<file path="src/positional_list_engine_core_macros.svh">
// Assertion macros shared by the positional list engine RTL.
// Depends on nothing; included by files that carry concurrent assertions.
`ifndef POSITIONAL_LIST_ENGINE_CORE_MACROS_SVH
`define POSITIONAL_LIST_ENGINE_CORE_MACROS_SVH

`ifndef SYNTHESIS
// Same-cycle implication, disabled during reset.
`define PLE_ASSERT_IMP(lbl, clk, rstn, ante, cons) \
    lbl: assert property (@(posedge clk) disable iff (!rstn) (ante) |-> (cons)) \
        else $error("positional list engine assertion failed");
// Next-cycle implication, disabled during reset.
`define PLE_ASSERT_NXT(lbl, clk, rstn, ante, cons) \
    lbl: assert property (@(posedge clk) disable iff (!rstn) (ante) |=> (cons)) \
        else $error("positional list engine assertion failed");
`else
`define PLE_ASSERT_IMP(lbl, clk, rstn, ante, cons)
`define PLE_ASSERT_NXT(lbl, clk, rstn, ante, cons)
`endif

`endif

</file>
<file path="src/ple_pkg.sv">
// Shared types and codes for the positional list engine.
// Depends on nothing; used by ple_cell and positional_list_engine_core.
package ple_pkg;

    typedef enum logic [1:0] {
        MODE_GET    = 2'd0,
        MODE_INSERT = 2'd1,
        MODE_DELETE = 2'd2,
        MODE_LOCATE = 2'd3
    } mode_t;

    typedef enum logic [1:0] {
        ST_OK      = 2'd0,
        ST_BAD_POS = 2'd1,
        ST_FULL    = 2'd2
    } status_t;

    typedef enum logic [1:0] {
        S_IDLE,
        S_SCAN,
        S_FINISH
    } fsm_state_t;

    typedef struct packed {
        mode_t              mode;
        logic [7:0]         position;
        logic signed [31:0] value;
    } req_t;

    typedef struct packed {
        status_t            status;
        logic signed [31:0] read_value;
        logic [7:0]         found_position;
        logic [7:0]         list_length;
    } rsp_t;

    // Search token handed from cell to cell.
    typedef struct packed {
        logic               tok;
        logic               hit;
        logic signed [31:0] data;
    } carry_t;

    // Request information broadcast to every cell.
    typedef struct packed {
        mode_t              mode;
        logic signed [31:0] value;
        logic               ins_en;
        logic               del_en;
    } cell_ctl_t;

endpackage

</file>
<file path="src/ple_cell.sv">
// One list slot: holds one entry, shifts with its neighbors, and passes the search token on.
// Depends on ple_pkg.
module ple_cell #(
    parameter int CAPACITY = 128,
    parameter int INDEX    = 0
) (
    input  logic                              clk,
    input  logic                              rst_n,
    input  ple_pkg::cell_ctl_t                ctl,
    input  logic [$clog2(CAPACITY)-1:0]       tgt,
    input  logic [$clog2(CAPACITY+1)-1:0]     count,
    input  logic signed [31:0]                entry_left,
    input  logic signed [31:0]                entry_right,
    output logic signed [31:0]                entry,
    input  ple_pkg::carry_t                   carry_in,
    input  logic [$clog2(CAPACITY+1)-1:0]     fpos_in,
    output ple_pkg::carry_t                   carry_out,
    output logic [$clog2(CAPACITY+1)-1:0]     fpos_out
);

    localparam int IDX_W = $clog2(CAPACITY);
    localparam int CNT_W = $clog2(CAPACITY+1);
    localparam logic [IDX_W-1:0] MY_IDX = IDX_W'(INDEX);
    localparam logic [CNT_W-1:0] MY_SLOT = CNT_W'(INDEX);
    localparam logic [CNT_W-1:0] MY_POS = CNT_W'(INDEX + 1);

    logic signed [31:0]   entry_reg;
    logic signed [31:0]   entry_next;
    ple_pkg::carry_t      carry_reg;
    ple_pkg::carry_t      carry_next;
    logic [CNT_W-1:0]     fpos_reg;
    logic [CNT_W-1:0]     fpos_next;
    logic                 is_tgt;
    logic                 above_tgt;
    logic                 active;
    logic                 match;

    assign is_tgt    = (MY_IDX == tgt);
    assign above_tgt = (MY_IDX > tgt);
    assign active    = (MY_SLOT < count);

    always_comb
    begin
        entry_next = entry_reg;
        if (ctl.ins_en)
        begin
            if (is_tgt)
            begin
                entry_next = ctl.value;
            end
            else if (above_tgt)
            begin
                entry_next = entry_left;
            end
        end
        else if (ctl.del_en && (is_tgt || above_tgt))
        begin
            entry_next = entry_right;
        end
    end

    always_comb
    begin
        match = 1'b0;
        if (ctl.mode inside {ple_pkg::MODE_GET, ple_pkg::MODE_DELETE})
        begin
            match = is_tgt;
        end
        else if (ctl.mode == ple_pkg::MODE_LOCATE)
        begin
            match = active && (entry_reg == ctl.value);
        end

        carry_next = carry_in;
        fpos_next  = fpos_in;
        if (!carry_in.hit)
        begin
            carry_next.hit  = match;
            carry_next.data = entry_reg;
            fpos_next       = MY_POS;
        end
    end

    always_ff @(posedge clk)
    begin
        entry_reg <= entry_next;
        fpos_reg  <= fpos_next;
    end

    always_ff @(posedge clk or negedge rst_n)
    begin
        if (!rst_n)
        begin
            carry_reg <= '0;
        end
        else
        begin
            carry_reg <= carry_next;
        end
    end

    assign entry     = entry_reg;
    assign carry_out = carry_reg;
    assign fpos_out  = fpos_reg;

endmodule

</file>
<file path="config.mk">
export PLATFORM = sky130hd
export DESIGN_NAME = ple_cell
export DESIGN_NICKNAME = d
export VERILOG_FILES = /design/src/positional_list_engine_core_macros.svh /design/src/ple_pkg.sv /design/src/ple_cell.sv
export SDC_FILE = /design/constraint.sdc
export NUM_CORES = 1
export LEC_CHECK = 0
export BUFFER_PORTS_ARGS = -buffer_cell sky130_fd_sc_hd__buf_2
export CAP_MARGIN = 25
export CELL_PAD_IN_SITES_DETAIL_PLACEMENT = 1
export CELL_PAD_IN_SITES_GLOBAL_PLACEMENT = 2
export CORE_MARGIN = 2
export CORE_UTILIZATION = 26
export CTS_CLUSTER_DIAMETER = 150
export DETAILED_ROUTE_END_ITERATION = 8
export GPL_ROUTABILITY_DRIVEN = 1
export GPL_TIMING_DRIVEN = 0
export PLACE_DENSITY = 0.84
export REMOVE_ABC_BUFFERS = 1
export SYNTH_ARGS = -nofsm -noshare
export SYNTH_HDL_FRONTEND = slang
export SYNTH_SLANG_ARGS = --single-unit
</file>
<file path="constraint.sdc">
create_clock -name clk -period 3 [get_ports clk]
set_input_delay 0.3 -clock clk [delete_from_list [all_inputs] [get_ports clk]]
set_output_delay 0.3 -clock clk [all_outputs]
set_load 0.005 [all_outputs]
</file>
==> impl_results.md <==
- Drt drc: 0
- Final setup viols: 0
- Via count: a little over 3000
- CP max FO: 18
- Post-Synth Simple-Gate Area: 8.26%
- WL/cell: 16.4 µm
- Initial antenna violation count: 0
- Synth Area in Compound Gates: 5.24%
- Post-CTS setup buffer count: 0
- H-tree depth: 3
- Final setup TNS: 0 ns
- Setup crit end kind: register
- Worst-skew pair later-pin latency: 0.33 ns
- Crit-path cells: buf_2 > nor4_4 > nand2_2 > buf_12 > nor2_4 > buf_16
- WP data arrival: between 2 and 2.5 ns
- Critical Path Source Type: primary input
- Final Hold Viols: 0
- Seq/Total Area, Yosys: a little under three fifths
- Final Slew Violations: 0
- Crit-path leading delay family: simple AND/OR/NAND/NOR gates
- Register-to-register setup slack: 1.29 ns
- Ys Warns: 0
- Vias per inst: roughly 4.4
- Crit share post-route: 73.4%
- Final HPWL DP: 8.85 mm
- F_max: 454 MHz
- Post-synthesis instance total: 278
- Die H: 120 µm
- Post-route minimum period: roughly 2.2 ns
- GRT Total Usage: roughly 16%
- DR pass1 iterations: 3
- PortBufs: 232
- Slowest-stage cell, CP: nor2_4
- Worst EP required: 3.04 ns
- Filler cells: 1512
- Synth Area in XOR/XNOR: between 8 and 9%
- Io pins: between 200 and 250
- CP peak stage delay: 0.48 ns
- RSZ-0062 raised after global routing: no
- Layout cells sized above 1: 54.8%
- Actual slew at the worst max-slew pin: between 0.9 and 1 ns
- Commonest non-fill, non-tap cell in the layout: buf_2
- Worst clock skew: around 0.0047 ns
- Leak: 0.00260 µW
- Largest net degree at the start of global routing: 42
- Hold Path Depth: 1
- WHS: 0.0860 ns
- Number of buffers created by CTS: 9
- Slew margin rel.: 34.9%
- Antenna cell count: 0
- Clock root cell: clkbuf_16
- Mux share of post-synthesis cell area: 19.5%
- Antenna Violating Nets Remaining: 0
- Final core occ: between 30% and 40%
- Gp weighted congestion: 0.724
- Outcome: complete, no violations
- Peak VDD IR: 0.000276 V
- Die X-Extent: 120 µm
- Worst Hold Class: in -> reg
- Maximum clock path buffer count: 2
- Total grt overflow: 0
- Max Cap Viol: 0
- Number of global-route vias before repair: roughly 3300
- Largest register FFs: 34
- FP Rows: 42
- Initial core utilization: about a quarter
- Final instance area: between 5000 and 6000 µm²
- Die ar.: between 10000 and 15000 µm²
- Register bit total from synthesis: 74
- Critical R2R Capture: carry_out[32]
- Commonest cells after routing, fill and taps aside: buf_2, dfrtp_1, nor2_1
- Total wire length: roughly 11 mm
- CP Buf/Inv Count: 3
- Post-Place Cell Area: about 5000 µm²
- Mean post-synth cell area: 12.5 µm²
- Adder-Cell Fraction of Synth Area: 0%
- Total power draw: around 2500 µW
- Initial DRC Count: 57
- First-pass GRT wire length: 17.3 mm
- Worst reg-to-reg path cell count: 4
- Core box area: 13200 µm²
- Syn-to-layout area delta: 47.8%
- CTS tree: yes
- Clock Pin Slew Worst Setup and Hold Paths: 0.05 ns
- Reg-to-Reg Start: entry[0]
- Nets: 669
- Hold endpoint: carry_out[33]
- Post-synthesis cell area: 3490 µm²
- Worst Setup Path Type: in -> reg
- CTS Hold Bufs: 0
- Sink Count: 74
- Largest family of logic cells by synthesized area: multiplexers
- Hold Startpoint: carry_in[33]
- Post-cts sizing count: 0
- Distinct cells, synth: 24
- P per Cell Area: 476 nW/µm²
==> worst register-to-register path, cell delays in order (launching register included) <==
cell,delay (ns)
edfxtp_1,0.43
xor2_1,0.17
nor4_1,0.52
nand4_1,0.26
o31ai_1,0.24
==> worst max-delay path by stage <==
stage / slack (ns) / start / to / depth (start not counted)
after detailed placement: 0.38 / tgt[2] / entry[16] / 6
after CTS: 0.73 / tgt[2] / entry[16] / 6
after floorplan: -0.07 / tgt[5] / entry[0] / 3
final: 0.80 / tgt[5] / entry[14] / 6
after global routing: 0.64 / tgt[2] / entry[16] / 6
after global placement: -1.46 / tgt[5] / entry[16] / 4
==> Yosys cell counts, drive strengths merged <==
| master | count | area [µm²] |
|---|---|---|
| nand2b | 1 | 6.26 |
| mux2i | 32 | 320 |
| xnor2 | 5 | 43.8 |
| buf | 6 | 48.8 |
| o31ai | 1 | 7.51 |
| a31oi | 1 | 6.26 |
| inv | 1 | 3.75 |
| xor2 | 27 | 236 |
| dfrtp | 34 | 851 |
| nand2 | 1 | 6.26 |
| and2 | 7 | 43.8 |
| a21oi | 32 | 160 |
| mux2 | 32 | 360 |
| a211o | 1 | 8.76 |
| clkbuf | 8 | 30.0 |
| nand4 | 2 | 12.5 |
| nand3 | 2 | 10.0 |
| nor3 | 2 | 10.0 |
| dfxtp | 8 | 160 |
| edfxtp | 32 | 961 |
| nor4 | 9 | 71.3 |
| nor2 | 34 | 128 |
==> metal layers <==
metal | vias to the layer above | part of all wire, % | GRT usage [%]
met5 | - | 0 | 0
met4 | 0 | 1.7 | 5.96
met3 | 14 | 8.6 | 4.80
met2 | 149 | 50 | 27.5
met1 | 1428 | 40 | 18.6
li1 | 1460 | - | -
==> stage by stage <==
step / worst slack [ns] / instances
2_1_floorplan: -0.0683 / 264
3_3_place_gp: -1.46 / 672
3_5_place_dp: 0.384 / 675
4_1_cts: 0.732 / 691
5_1_grt: 0.638 / 691
6_report: 0.798 / 691
==> kinds of logic (layout without fill, tap and decap cells) <==
family          count (synthesis)  count (layout)
compound gates                 35              35
xor+xnor                       32              32
buf+inv                        15             252
flops                          74              74
mux                            64              64
simple gates                   58              58
==> power by group <==
group / internal [µW] / switching, µW / total (µW)
sequential: 1090 / 9.13 / 1100
combinational: 160 / 135 / 295
clock: 663 / 393 / 1060
total: 1920 / 537 / 2450
==> layout make-up <==
| class | instances | area [µm²] | area share (%) |
|---|---|---|---|
| clock inverter | 3 | 38.8 | 0.753 |
| timing repair buffer | 235 | 1230 | 23.8 |
| multi-input combinational | 189 | 1440 | 27.9 |
| sequential | 74 | 1970 | 38.3 |
| tap | 176 | 220 | 4.27 |
| clock buffer | 13 | 250 | 4.86 |
| inverter | 1 | 3.75 | 0.0729 |
Power figures use the tool's default switching activity.
